<file path="src/sv/tmr_pkg.sv">
// Shared types and codes for the three-channel interval timer.
// No dependencies; used by tmr_chan and three_channel_interval_timer.
package tmr_pkg;

  typedef enum logic [1:0] {
    OP_WRITE = 2'd0,
    OP_READ  = 2'd1,
    OP_TICK  = 2'd2,
    OP_GATE  = 2'd3
  } op_t;

  localparam logic [1:0] PORT_CONTROL = 2'd3;

  localparam logic [1:0] ACC_LATCH = 2'd0;
  localparam logic [1:0] ACC_LOW   = 2'd1;
  localparam logic [1:0] ACC_HIGH  = 2'd2;
  localparam logic [1:0] ACC_BOTH  = 2'd3;

  localparam logic [2:0] CM_INT_ON_TC   = 3'd0;
  localparam logic [2:0] CM_ONE_SHOT    = 3'd1;
  localparam logic [2:0] CM_SQUARE      = 3'd3;
  localparam logic [2:0] CM_SW_STROBE   = 3'd4;
  localparam logic [2:0] CM_HW_STROBE   = 3'd5;
  localparam logic [2:0] CM_SQUARE_ALT  = 3'd7;

  localparam logic [7:0]  CTRL_READ_BYTE = 8'hFF;
  localparam logic [15:0] COUNT_MAX      = 16'hFFFF;

  typedef struct packed {
    logic [1:0] op;
    logic [1:0] port;
    logic [7:0] data_byte;
    logic [1:0] gate_channel;
    logic       gate_level;
  } tmr_in_t;

  typedef struct packed {
    logic [7:0] read_data;
    logic       out_zero;
    logic       out_one;
    logic       out_two;
    logic       bad_channel;
  } tmr_out_t;

  // per-channel command for one word
  typedef struct packed {
    logic       ctl_wr;
    logic       data_wr;
    logic       data_rd;
    logic       tick;
    logic       gate;
    logic       gate_level;
    logic [7:0] data;
  } tmr_cmd_t;

endpackage

</file>
<file path="src/sv/tmr_chan.sv">
// One 16-bit counter channel: access/count modes, reload, gate and tick logic.
// Depends on tmr_pkg.
module tmr_chan
  import tmr_pkg::*;
(
  input  logic     clk,
  input  logic     rst,
  input  tmr_cmd_t cmd,
  output logic [7:0] rd_byte,
  output logic     level_next
);

  logic [1:0]  access_mode, access_mode_next;
  logic        byte_toggle, byte_toggle_next;
  logic [2:0]  count_mode, count_mode_next;
  logic [15:0] reload_value, reload_value_next;
  logic [15:0] count_value, count_value_next;
  logic        running, running_next;
  logic        out_level, out_level_next;

  always_ff @(posedge clk) begin
    if (rst) begin
      access_mode  <= ACC_LATCH;
      byte_toggle  <= 1'b0;
      count_mode   <= CM_INT_ON_TC;
      reload_value <= '0;
      count_value  <= '0;
      running      <= 1'b0;
      out_level    <= 1'b0;
    end else begin
      access_mode  <= access_mode_next;
      byte_toggle  <= byte_toggle_next;
      count_mode   <= count_mode_next;
      reload_value <= reload_value_next;
      count_value  <= count_value_next;
      running      <= running_next;
      out_level    <= out_level_next;
    end
  end

  always_comb begin
    logic [7:0] lo, hi;
    logic       m04;
    logic       cnt_zero;
    lo       = reload_value[7:0];
    hi       = reload_value[15:8];
    m04      = (count_mode == CM_INT_ON_TC) || (count_mode == CM_SW_STROBE);
    cnt_zero = (count_value == 16'd0);

    access_mode_next  = access_mode;
    byte_toggle_next  = byte_toggle;
    count_mode_next   = count_mode;
    reload_value_next = reload_value;
    count_value_next  = count_value;
    running_next      = running;
    out_level_next    = out_level;

    case (access_mode)
      ACC_HIGH: rd_byte = count_value[15:8];
      ACC_BOTH: rd_byte = byte_toggle ? count_value[15:8] : count_value[7:0];
      default:  rd_byte = count_value[7:0];
    endcase

    if (cmd.ctl_wr) begin
      count_mode_next  = cmd.data[3:1];
      access_mode_next = cmd.data[5:4];
      if ((cmd.data[3:1] == CM_INT_ON_TC) || (cmd.data[3:1] == CM_SW_STROBE)) begin
        count_value_next = count_value - 16'd1;
        running_next     = 1'b1;
      end
    end

    if (cmd.data_wr) begin
      case (access_mode)
        ACC_LOW:  lo = cmd.data;
        ACC_HIGH: hi = cmd.data;
        ACC_BOTH: begin
          if (!byte_toggle) begin
            lo = cmd.data;
            byte_toggle_next = 1'b1;
            if (count_mode == CM_INT_ON_TC) running_next = 1'b0;
          end else begin
            hi = cmd.data;
            byte_toggle_next = 1'b0;
            if (m04) running_next = 1'b1;
          end
        end
        default: ;
      endcase
      reload_value_next = {hi, lo};
      if (m04) count_value_next = {hi, lo};
    end

    if (cmd.data_rd && (access_mode == ACC_BOTH)) begin
      byte_toggle_next = !byte_toggle;
    end

    if (cmd.tick && running) begin
      case (count_mode)
        CM_INT_ON_TC, CM_ONE_SHOT: begin
          if (cnt_zero) begin
            out_level_next = 1'b1;
            if (count_mode == CM_INT_ON_TC) begin
              reload_value_next = '0;
              count_value_next  = COUNT_MAX;
            end else begin
              count_value_next = reload_value;
              running_next     = 1'b0;
            end
          end else begin
            out_level_next   = 1'b0;
            count_value_next = count_value - 16'd1;
          end
        end
        CM_SQUARE, CM_SQUARE_ALT: begin
          if (cnt_zero) begin
            out_level_next   = 1'b1;
            count_value_next = reload_value;
          end else begin
            out_level_next   = !(count_value <= {1'b0, reload_value[15:1]});
            count_value_next = count_value - 16'd1;
          end
        end
        default: begin
          if (cnt_zero) begin
            out_level_next = 1'b1;
            if (count_mode == CM_SW_STROBE) begin
              reload_value_next = '0;
              count_value_next  = '0;
            end else begin
              count_value_next = reload_value;
            end
            if ((count_mode == CM_SW_STROBE) || (count_mode == CM_HW_STROBE)) begin
              running_next = 1'b0;
            end
          end else begin
            out_level_next   = (count_value != 16'd1);
            count_value_next = count_value - 16'd1;
          end
        end
      endcase
    end

    if (cmd.gate) begin
      if (!cmd.gate_level) begin
        running_next = 1'b0;
      end else begin
        running_next = 1'b1;
        if (reload_value != 16'd0) count_value_next = reload_value;
      end
    end

    level_next = out_level_next;
  end

endmodule

</file>
<file path="src/sv/three_channel_interval_timer.sv">
// Three-channel interval timer top level: input register, command decode,
// channel instances and result register. Depends on tmr_pkg and tmr_chan.
//
// Each accepted word yields one result word. The word is held in the input
// register until it fires; the channels update and the result register loads
// at the same edge. A new word is taken every cycle while results are drained.
// The input side stalls only when the result register is full and stalled.
module three_channel_interval_timer
  import tmr_pkg::*;
#(
  parameter int NUM_CHANNELS = 3
) (
  input  logic     clk,
  input  logic     rst,
  input  logic     in_valid,
  output logic     in_stall,
  input  tmr_in_t  in_word,
  output logic     out_valid,
  input  logic     out_stall,
  output tmr_out_t out_word
);

  logic     inq_valid;
  tmr_in_t  inq;
  logic     fire;
  logic     tick_phase;
  logic     tick_en;
  logic     bad;
  logic [7:0] read_data;
  logic [7:0] rd_bytes [4];
  logic       levels [3];

  assign fire     = inq_valid && (!out_valid || !out_stall);
  assign in_stall = inq_valid && !fire;

  always_ff @(posedge clk) begin
    if (rst) begin
      inq_valid <= 1'b0;
    end else if (!in_stall) begin
      inq_valid <= in_valid;
    end
  end

  always_ff @(posedge clk) begin
    if (in_valid && !in_stall) begin
      inq <= in_word;
    end
  end

  assign tick_en = fire && (inq.op == OP_TICK) && !tick_phase;

  always_ff @(posedge clk) begin
    if (rst) begin
      tick_phase <= 1'b0;
    end else if (fire && (inq.op == OP_TICK)) begin
      tick_phase <= !tick_phase;
    end
  end

  assign rd_bytes[3] = '0;

  for (genvar i = 0; i < 3; i++) begin : g_chan
    if (i < NUM_CHANNELS) begin : g_on
      tmr_cmd_t cmd;
      always_comb begin
        cmd.ctl_wr     = fire && (inq.op == OP_WRITE) && (inq.port == PORT_CONTROL) &&
                         (inq.data_byte[7:6] == 2'(i));
        cmd.data_wr    = fire && (inq.op == OP_WRITE) && (inq.port == 2'(i));
        cmd.data_rd    = fire && (inq.op == OP_READ) && (inq.port == 2'(i));
        cmd.tick       = tick_en;
        cmd.gate       = fire && (inq.op == OP_GATE) && (inq.gate_channel == 2'(i));
        cmd.gate_level = inq.gate_level;
        cmd.data       = inq.data_byte;
      end
      tmr_chan u_chan (
        .clk        (clk),
        .rst        (rst),
        .cmd        (cmd),
        .rd_byte    (rd_bytes[i]),
        .level_next (levels[i])
      );
    end else begin : g_off
      assign rd_bytes[i] = '0;
      assign levels[i]   = 1'b0;
    end
  end

  always_comb begin
    bad = (inq.op == OP_WRITE) && (inq.port == PORT_CONTROL) &&
          (32'(inq.data_byte[7:6]) >= NUM_CHANNELS);
    read_data = '0;
    if (inq.op == OP_READ) begin
      read_data = (inq.port == PORT_CONTROL) ? CTRL_READ_BYTE : rd_bytes[inq.port];
    end
  end

  always_ff @(posedge clk) begin
    if (rst) begin
      out_valid <= 1'b0;
    end else if (fire) begin
      out_valid <= 1'b1;
    end else if (!out_stall) begin
      out_valid <= 1'b0;
    end
  end

  always_ff @(posedge clk) begin
    if (fire) begin
      out_word.read_data   <= read_data;
      out_word.out_zero    <= levels[0];
      out_word.out_one     <= levels[1];
      out_word.out_two     <= levels[2];
      out_word.bad_channel <= bad;
    end
  end

  a_fire_gives_result: assert property (@(posedge clk) disable iff (rst)
    fire |=> out_valid)
    else $error("accepted word did not produce a result");

  a_stall_needs_held_word: assert property (@(posedge clk) disable iff (rst)
    in_stall |-> (inq_valid && out_valid && out_stall))
    else $error("input stalled without a blocked result");

  a_tick_phase_toggles: assert property (@(posedge clk) disable iff (rst)
    (fire && (inq.op == OP_TICK)) |=> (tick_phase != $past(tick_phase)))
    else $error("tick did not toggle phase");

  a_bad_has_no_data: assert property (@(posedge clk) disable iff (rst)
    out_valid |-> !(out_word.bad_channel && (out_word.read_data != 8'd0)))
    else $error("bad channel result carries read data");

endmodule
</file>
<file path="config.mk">
export PLATFORM = sky130hd
export DESIGN_NAME = three_channel_interval_timer
export DESIGN_NICKNAME = d
export VERILOG_FILES = /design/src/sv/tmr_pkg.sv /design/src/sv/tmr_chan.sv /design/src/sv/three_channel_interval_timer.sv
export SDC_FILE = /design/constraint.sdc
export NUM_CORES = 1
export LEC_CHECK = 0
export BUFFER_PORTS_ARGS = -buffer_cell sky130_fd_sc_hd__buf_2
export CAP_MARGIN = 15
export CORE_ASPECT_RATIO = 1.5
export CORE_UTILIZATION = 45
export CTS_CLUSTER_SIZE = 10
export DETAILED_ROUTE_END_ITERATION = 10
export HOLD_SLACK_MARGIN = 0.08
export PLACE_DENSITY = 0.73
export SLEW_MARGIN = 10
export SYNTH_ARGS = -nofsm -noshare
export SYNTH_HDL_FRONTEND = slang
export SYNTH_HIERARCHICAL = 1
export SYNTH_SLANG_ARGS = --single-unit
</file>
<file path="constraint.sdc">
create_clock -name clk -period 3.8 [get_ports clk]
set_input_delay 0.19 -clock clk [delete_from_list [all_inputs] [get_ports clk]]
set_output_delay 0.19 -clock clk [all_outputs]
set_load 0.005 [all_outputs]
</file>
==> results of run 1 <==
[layout by cell type (no fill, tap or decap), types with 48 or more instances in the layout]
cell | synthesis | layout
a21oi_1 | 114 | 114
a31oi_1 | 48 | 48
dfxtp_1 | 123 | 123
ha_1 | 54 | 54
inv_1 | 65 | 65
mux2i_1 | 61 | 61
nand2_1 | 93 | 93
nand3_1 | 49 | 49
nor2_1 | 131 | 131
o21ai_0 | 77 | 77
[sequential cells by signal, summed over array words and instances (netlist names), 6 cells and up]
name,count
g_chan.g_on.u_chan/count_value,48
g_chan.g_on.cmd,9
out_word,12
inq,6
g_chan.g_on.u_chan/count_mode,9
g_chan.g_on.u_chan/reload_value,48
g_chan.g_on.u_chan/access_mode,6
[critical path, stage by stage (launching register included)]
cell and delay, ns:
edfxtp_1 0.71, nand4_2 0.22, nor3_1 0.25, or3b_1 0.68
or4_4 0.59, and3_1 0.20, o31ai_2 0.24, a221oi_2 0.08
[layer usage]
metal | GRT usage [%] | share of wire, % | up-vias
met5 | 0 | 0 | -
met4 | 19.7 | 6.4 | 0
met3 | 4.00 | 7.7 | 177
met2 | 49.8 | 49 | 693
met1 | 33.2 | 37 | 5653
li1 | - | - | 5491
[logic make-up after synthesis]
logic type      share of synthesized area [%]
compound gates                           23.2
xor+xnor                                 3.93
fa+ha+maj                                5.73
buf+inv                                  7.35
flops                                    27.7
mux                                      8.35
simple gates                             23.7
[layout make-up]
type | count | area, um^2 | share of cell area (%)
inverter | 65 | 244 | 1.90
sequential | 150 | 3270 | 25.5
tap | 333 | 417 | 3.25
multi-input combinational | 1133 | 7680 | 59.8
clock buffer | 18 | 429 | 3.34
clock inverter | 14 | 139 | 1.08
timing repair buffer | 92 | 653 | 5.09
[power breakdown]
part	switching, mW	internal (mW)	total [mW]
clock	0.783	0.921	1.70
combinational	0.241	0.140	0.380
sequential	0.0559	1.64	1.70
total	1.08	2.70	3.78
[how the worst max path moves through the flow]
stage | startpoint | end | slack, ns | cells past startpoint
after floorplan | out_valid | g_chan[1].g_on.u_chan/count_value[13] | 0.97 | 9
after global placement | inq[12] | g_chan[2].g_on.u_chan/count_value[13] | 0.83 | 8
after detailed placement | inq[12] | g_chan[2].g_on.u_chan/count_value[13] | 0.76 | 8
after CTS | inq[12] | g_chan[0].g_on.u_chan/count_value[15] | 0.72 | 7
after global routing | inq[12] | g_chan[1].g_on.u_chan/count_value[12] | 0.48 | 7
final | inq[12] | g_chan[0].g_on.u_chan/count_value[15] | 0.69 | 7
[what timing repair did]
item	4_1_cts	5_1_grt
setup endpoints to repair	0	0
hold endpoints to repair	17	0
hold buffers	17	0
[per-stage QoR]
stage	instance area [um^2]	hold slack [ns]	cells	power [mW]	util [%]
6_report	12800	0.224	1805	3.78	49.8
5_1_grt	12800	0.221	1805	3.88	49.8
4_1_cts	12800	0.202	1805	3.78	49.8
3_5_place_dp	12100	0.369	1756	2.09	46.9
3_3_place_gp	12100	0.367	1756	2.08	46.9
2_1_floorplan	11800	0.262	1485	1.97	-
==> flow_metrics.py, run 1 <==
metrics = {
    "status": {
        "outcome": "finished clean",
    },
    "yosys": {
        "syn_avg_cell_area_um2": 7.95,
        "async_flop_share_pct": 0,
        "synth_cells": 1485,
        "synthFlopType": "dfxtp_1",
        "netlist_area_um2": 11800,
        "synth_common_cells": "nor2_1 (131), dfxtp_1 (123), a21oi_1 (114), clkbuf_1 (99), nand2_1 (93)",
        "synth-seq-cells": 150,
        "ys_seq_area_share_pct": 27.7,
        "yosysWarnings": 6,
        "synth_edf_count": 27,
        "synth_area_leaders": "dfxtp_1 (21%), edfxtp_1 (6.9%), ha_1 (5.7%)",
        "synth_most_common_cell": "nor2_1",
        "synth_nets": 1558,
        "synth_cell_type_count": 83,
        "yosysTopAreaCellShare_pct": 20.9,
        "synth_top_area_cell": "dfxtp_1",
    },
    "global_route": {
        "grt_pass1_wl_um": 61600,
        "grt_pass1_vias": 11300,
        "overflow": 0,
        "grt_usage_pct": 29.1,
        "antenna_found_initial": 0,
        "grt_start_max_net_pins": 45,
    },
    "place": {
        "io_buffers": 32,
        "pre_cts_ws_ns": 0.755,
        "dp_hpwl_um": 27700,
        "place_congestion": 0.975,
    },
    "power": {
        "peakVddDrop_mv": 0.331,
        "power_leakage_nw": 4.79,
        "power.density_nw_per_um2": 295,
    },
    "layout": {
        "antenna_cells": 0,
        "drive_gt1_share_pct": 12.2,
        "layout.nets": 1532,
        "fillers": 2482,
        "areaGrowthSynthToFinish_pct": 8.73,
    },
    "clocking": {
        "clock_path_buffers": 2,
        "cts_sinks": 150,
        "clockRootBuffer": "clkbuf_16",
        "clk_pin_slew_worst_paths_ns": 0.07,
        "h-tree-depth": 4,
        "post_cts.repair.setup_buffers": 0,
        "clock_latency_ns": 0.44,
        "ctsResizeCount": 0,
        "cts_tree": "done",
        "cts_buffers": 17,
    },
    "timing": {
        "worst_pin_slew_ns": 1.19,
        "clock.fmax_mhz": 321,
        "timing.final.ws_setup_ns": 0.688,
        "fin_crit_ns": 3.11,
        "rsz0062_at_grt": "false",
        "max-slew-margin-rel_pct": 20.5,
        "final_max_slew_viol_count": 0,
        "setup_tns_ns": 0,
        "fin_crit_sh_pct": 81.9,
        "finalSetupViolations": 0,
        "finClkSkew_ns": 0.0109,
        "finalHoldViolCount": 0,
    },
    "routing": {
        "dr.pass1.iters": 6,
        "via_per_inst": 6.66,
        "wl_per_cell_um": 21.8,
        "wl_um": 39300,
        "remaining_drc_errors": 0,
        "vias": 12000,
        "drt_iter0_markers": 962,
        "drt.antenna.violating_nets": 0,
    },
    "hold_path": {
        "min_from": "rst",
        "min_to": "g_chan[1].g_on.u_chan/count_mode[0]",
        "min_path_cells": 2,
        "hp-class": "in2reg",
    },
    "floorplanning": {
        "start_util_pct": 45.8,
        "core_area_um2": 25800,
        "die_w_um": 134,
        "die_h_um": 200,
        "io_pins": 33,
        "die-area_um2": 26900,
        "std_cell_rows": 72,
    },
    "worst_setup_path": {
        "r2r_slack_ns": 0.69,
        "required_ns": 4.10,
        "r2r-start": "inq[12]",
        "cp_max_fo": 15,
        "endpoint_kind": "flop",
        "cp.arrival_ns": 3.42,
        "crit_type": "reg2reg",
        "reg2reg_depth": 7,
        "r2r-end": "g_chan[0].g_on.u_chan/count_value[15]",
        "start_kind": "flop",
    },
    "run": {
        "maxCapViolCount": 0,
    },
}
(Power assumes the default switching activity.)
==> run 2, diff against run 1 <==
--- a/config.mk
+++ b/config.mk
@@ -12,7 +12,7 @@
 export CTS_CLUSTER_SIZE = 10
 export DETAILED_ROUTE_END_ITERATION = 10
 export HOLD_SLACK_MARGIN = 0.08
-export PLACE_DENSITY = 0.73
+export PLACE_DENSITY = 0.75
 export SLEW_MARGIN = 10
 export SYNTH_ARGS = -nofsm -noshare
 export SYNTH_HDL_FRONTEND = slang
==> constraint.sdc (replaced) <==
create_clock -name clk -period 2.7 [get_ports clk]
set_input_delay 0.135 -clock clk [delete_from_list [all_inputs] [get_ports clk]]
set_output_delay 0.135 -clock clk [all_outputs]
set_load 0.005 [all_outputs]
==> run 2 against run 1 <==
Net effect:
- clock skew is 0.0057 ns higher
- routed wire length is 5.3% higher
- largest cell class unchanged
- critical path type unchanged
- via count is 3.6% higher
- sequential cell count stayed put
- register-to-register slack worse by 0.60 ns
- first-iteration DRC count is 35% higher
- largest power group is now clock
- combinational power is 67% higher
==> flow_metrics.py, run 2 (synthesized netlist as in run 1, its figures left out) <==
metrics = {
    "floorplanning": {
        "die_h_um": 200,
        "die_w_um": 134,
        "die-area_um2": 26900,
        "core_area_um2": 25800,
        "start_util_pct": 45.8,
        "io_pins": 33,
        "std_cell_rows": 72,
    },
    "global_route": {
        "grt_pass1_vias": 12000,
        "grt_pass1_wl_um": 65400,
        "grt_start_max_net_pins": 33,
        "overflow": 0,
        "grt_usage_pct": 31.0,
        "antenna_found_initial": 0,
    },
    "power": {
        "power_frac_clock_pct": 45.4,
        "comb_power_share_pct": 11.5,
        "power_leakage_nw": 5.33,
        "power_switching_mw": 1.66,
        "switching_share_pct": 30.3,
        "power_mw": 5.49,
        "power.internal_mw": 3.83,
        "power.density_nw_per_um2": 399,
        "sequentialPowerShare_pct": 43.1,
        "peakVddDrop_mv": 0.450,
    },
    "layout": {
        "drive_gt1_share_pct": 18.5,
        "antenna_cells": 0,
        "largest_registers": "g_chan.g_on.u_chan/count_value: 48 flops, g_chan.g_on.u_chan/reload_value: 48 flops, out_word: 12 flops",
        "register_area_um2": 3270,
        "layout.nets": 1630,
        "final_common_cell": "buf_4",
        "areaGrowthSynthToFinish_pct": 16.6,
        "multiInputGateArea_um2": 7760,
        "layout_common_cells": "buf_4 (137), nor2_1 (130), dfxtp_1 (122)",
        "fillers": 2353,
    },
    "routing": {
        "wl_um": 41400,
        "dr.pass1.iters": 6,
        "drt.antenna.violating_nets": 0,
        "via_per_inst": 6.54,
        "drt_iter0_markers": 1301,
        "vias": 12500,
        "wl_per_cell_um": 21.8,
        "remaining_drc_errors": 0,
    },
    "timing": {
        "finalHoldViolCount": 0,
        "fin_hold_ws_ns": 0.230,
        "clock.fmax_mhz": 383,
        "fin_crit_sh_pct": 96.6,
        "finalSetupViolations": 0,
        "fin_crit_ns": 2.61,
        "finClkSkew_ns": 0.0167,
        "final_max_slew_viol_count": 0,
        "worst_pin_slew_ns": 0.817,
        "max-slew-margin-rel_pct": 45.5,
    },
    "clocking": {
        "clock_path_buffers": 2,
        "clockRootBuffer": "clkbuf_16",
        "clk_pin_slew_worst_paths_ns": 0.07,
        "cts_tree": "done",
        "cts_buffers": 17,
        "h-tree-depth": 4,
        "clock_latency_ns": 0.45,
        "cts_sinks": 150,
    },
    "worst_setup_path": {
        "cp.buffers_inverters": 1,
        "start_kind": "flop",
        "cp_max_fo": 3,
        "crit_path_cell_trace": "nor2_2 -> nand4_4 -> nor3b_2 -> buf_4 -> or4bb_1 -> nor4_2 -> mux2i_1 -> a21oi_1 -> a221oi_1",
        "crit_type": "reg2reg",
        "cp.arrival_ns": 2.95,
        "endpoint_kind": "flop",
        "required_ns": 3.04,
        "cpLargestDelayFamily": "simple AND/OR/NAND/NOR gates",
        "cpPeakStageDelay_ns": 0.45,
        "cpMaxStageDelayCell": "or4bb_1",
    },
    "status": {
        "outcome": "finished clean",
    },
    "place": {
        "dp_hpwl_um": 29900,
        "io_buffers": 32,
        "place_congestion": 0.989,
    },
    "run": {
        "maxCapViolCount": 0,
    },
    "hold_path": {
        "hp-class": "in2reg",
    },
}
run 2: cell count changes in the layout (fill, tap and decap cells not counted), moves of 3 or more:
cell      change
buf_4        +94
clkinv_8      +7
or3b_4        +4
nor3b_1       -3
inv_6         -5
buf_12        +4
run 2: what timing repair did:
item,in CTS,in global routing
setup endpoints to repair,1,24
endpoints found under the hold margin,17,0
pin swaps,0,1
buffers inserted,0,2
gates resized for setup,1,12
hold buffers,17,0
run 2: power by group through the flow:
stage                     clock (mW)  combinational (mW)  sequential [mW]
final                           2.49               0.634             2.37
after global routing            2.61               0.673             2.37
after CTS                       2.50               0.608             2.36
after detailed placement           0               0.586             2.41
after global placement             0               0.580             2.41
after floorplan                    0               0.373             2.40
run 2: final timing paths:
kind                                 from                                    end  slack (ns)  depth (start not counted)
worst max register to register    inq[13]  g_chan[1].g_on.u_chan/count_value[12]        0.09                          9
worst min-delay path                  rst   g_chan[2].g_on.u_chan/count_value[1]        0.23                          2
worst max-delay path              inq[13]  g_chan[1].g_on.u_chan/count_value[12]        0.09                          9
worst min register to register  inq_valid                              out_valid        0.51                          2
run 2: layer usage:
metal	wire, um	share of wire, %	track usage (%)	vias up
met1	14700	36	33.8	5843
met4	3190	7.7	23.0	0
met2	20600	50	53.7	710
met5	0	0	0	-
li1	-	-	-	5689
met3	2880	7.0	4.56	208
run 2: stage by stage:
| step | setup WS (ns) | TNS [ns] | util (%) | cell area [um^2] | cells |
|---|---|---|---|---|---|
| after floorplan | -0.0356 | -0.0526 | - | 11800 | 1485 |
| after global placement | 0.0760 | 0 | 50.0 | 12900 | 1852 |
| after detailed placement | 0.00127 | 0 | 50.0 | 12900 | 1852 |
| after CTS | 0.0205 | 0 | 53.1 | 13700 | 1901 |
| after global routing | -0.0749 | -0.532 | 53.4 | 13800 | 1903 |
| final | 0.0923 | 0 | 53.4 | 13800 | 1903 |
run 2: area by class of cell:
type,instances,share of cell area (%)
clock buffer,17,3.09
timing repair buffer,190,10.5
clock inverter,15,1.46
multi-input combinational,1133,56.4
inverter,65,1.77
tap,333,3.03
sequential,150,23.8
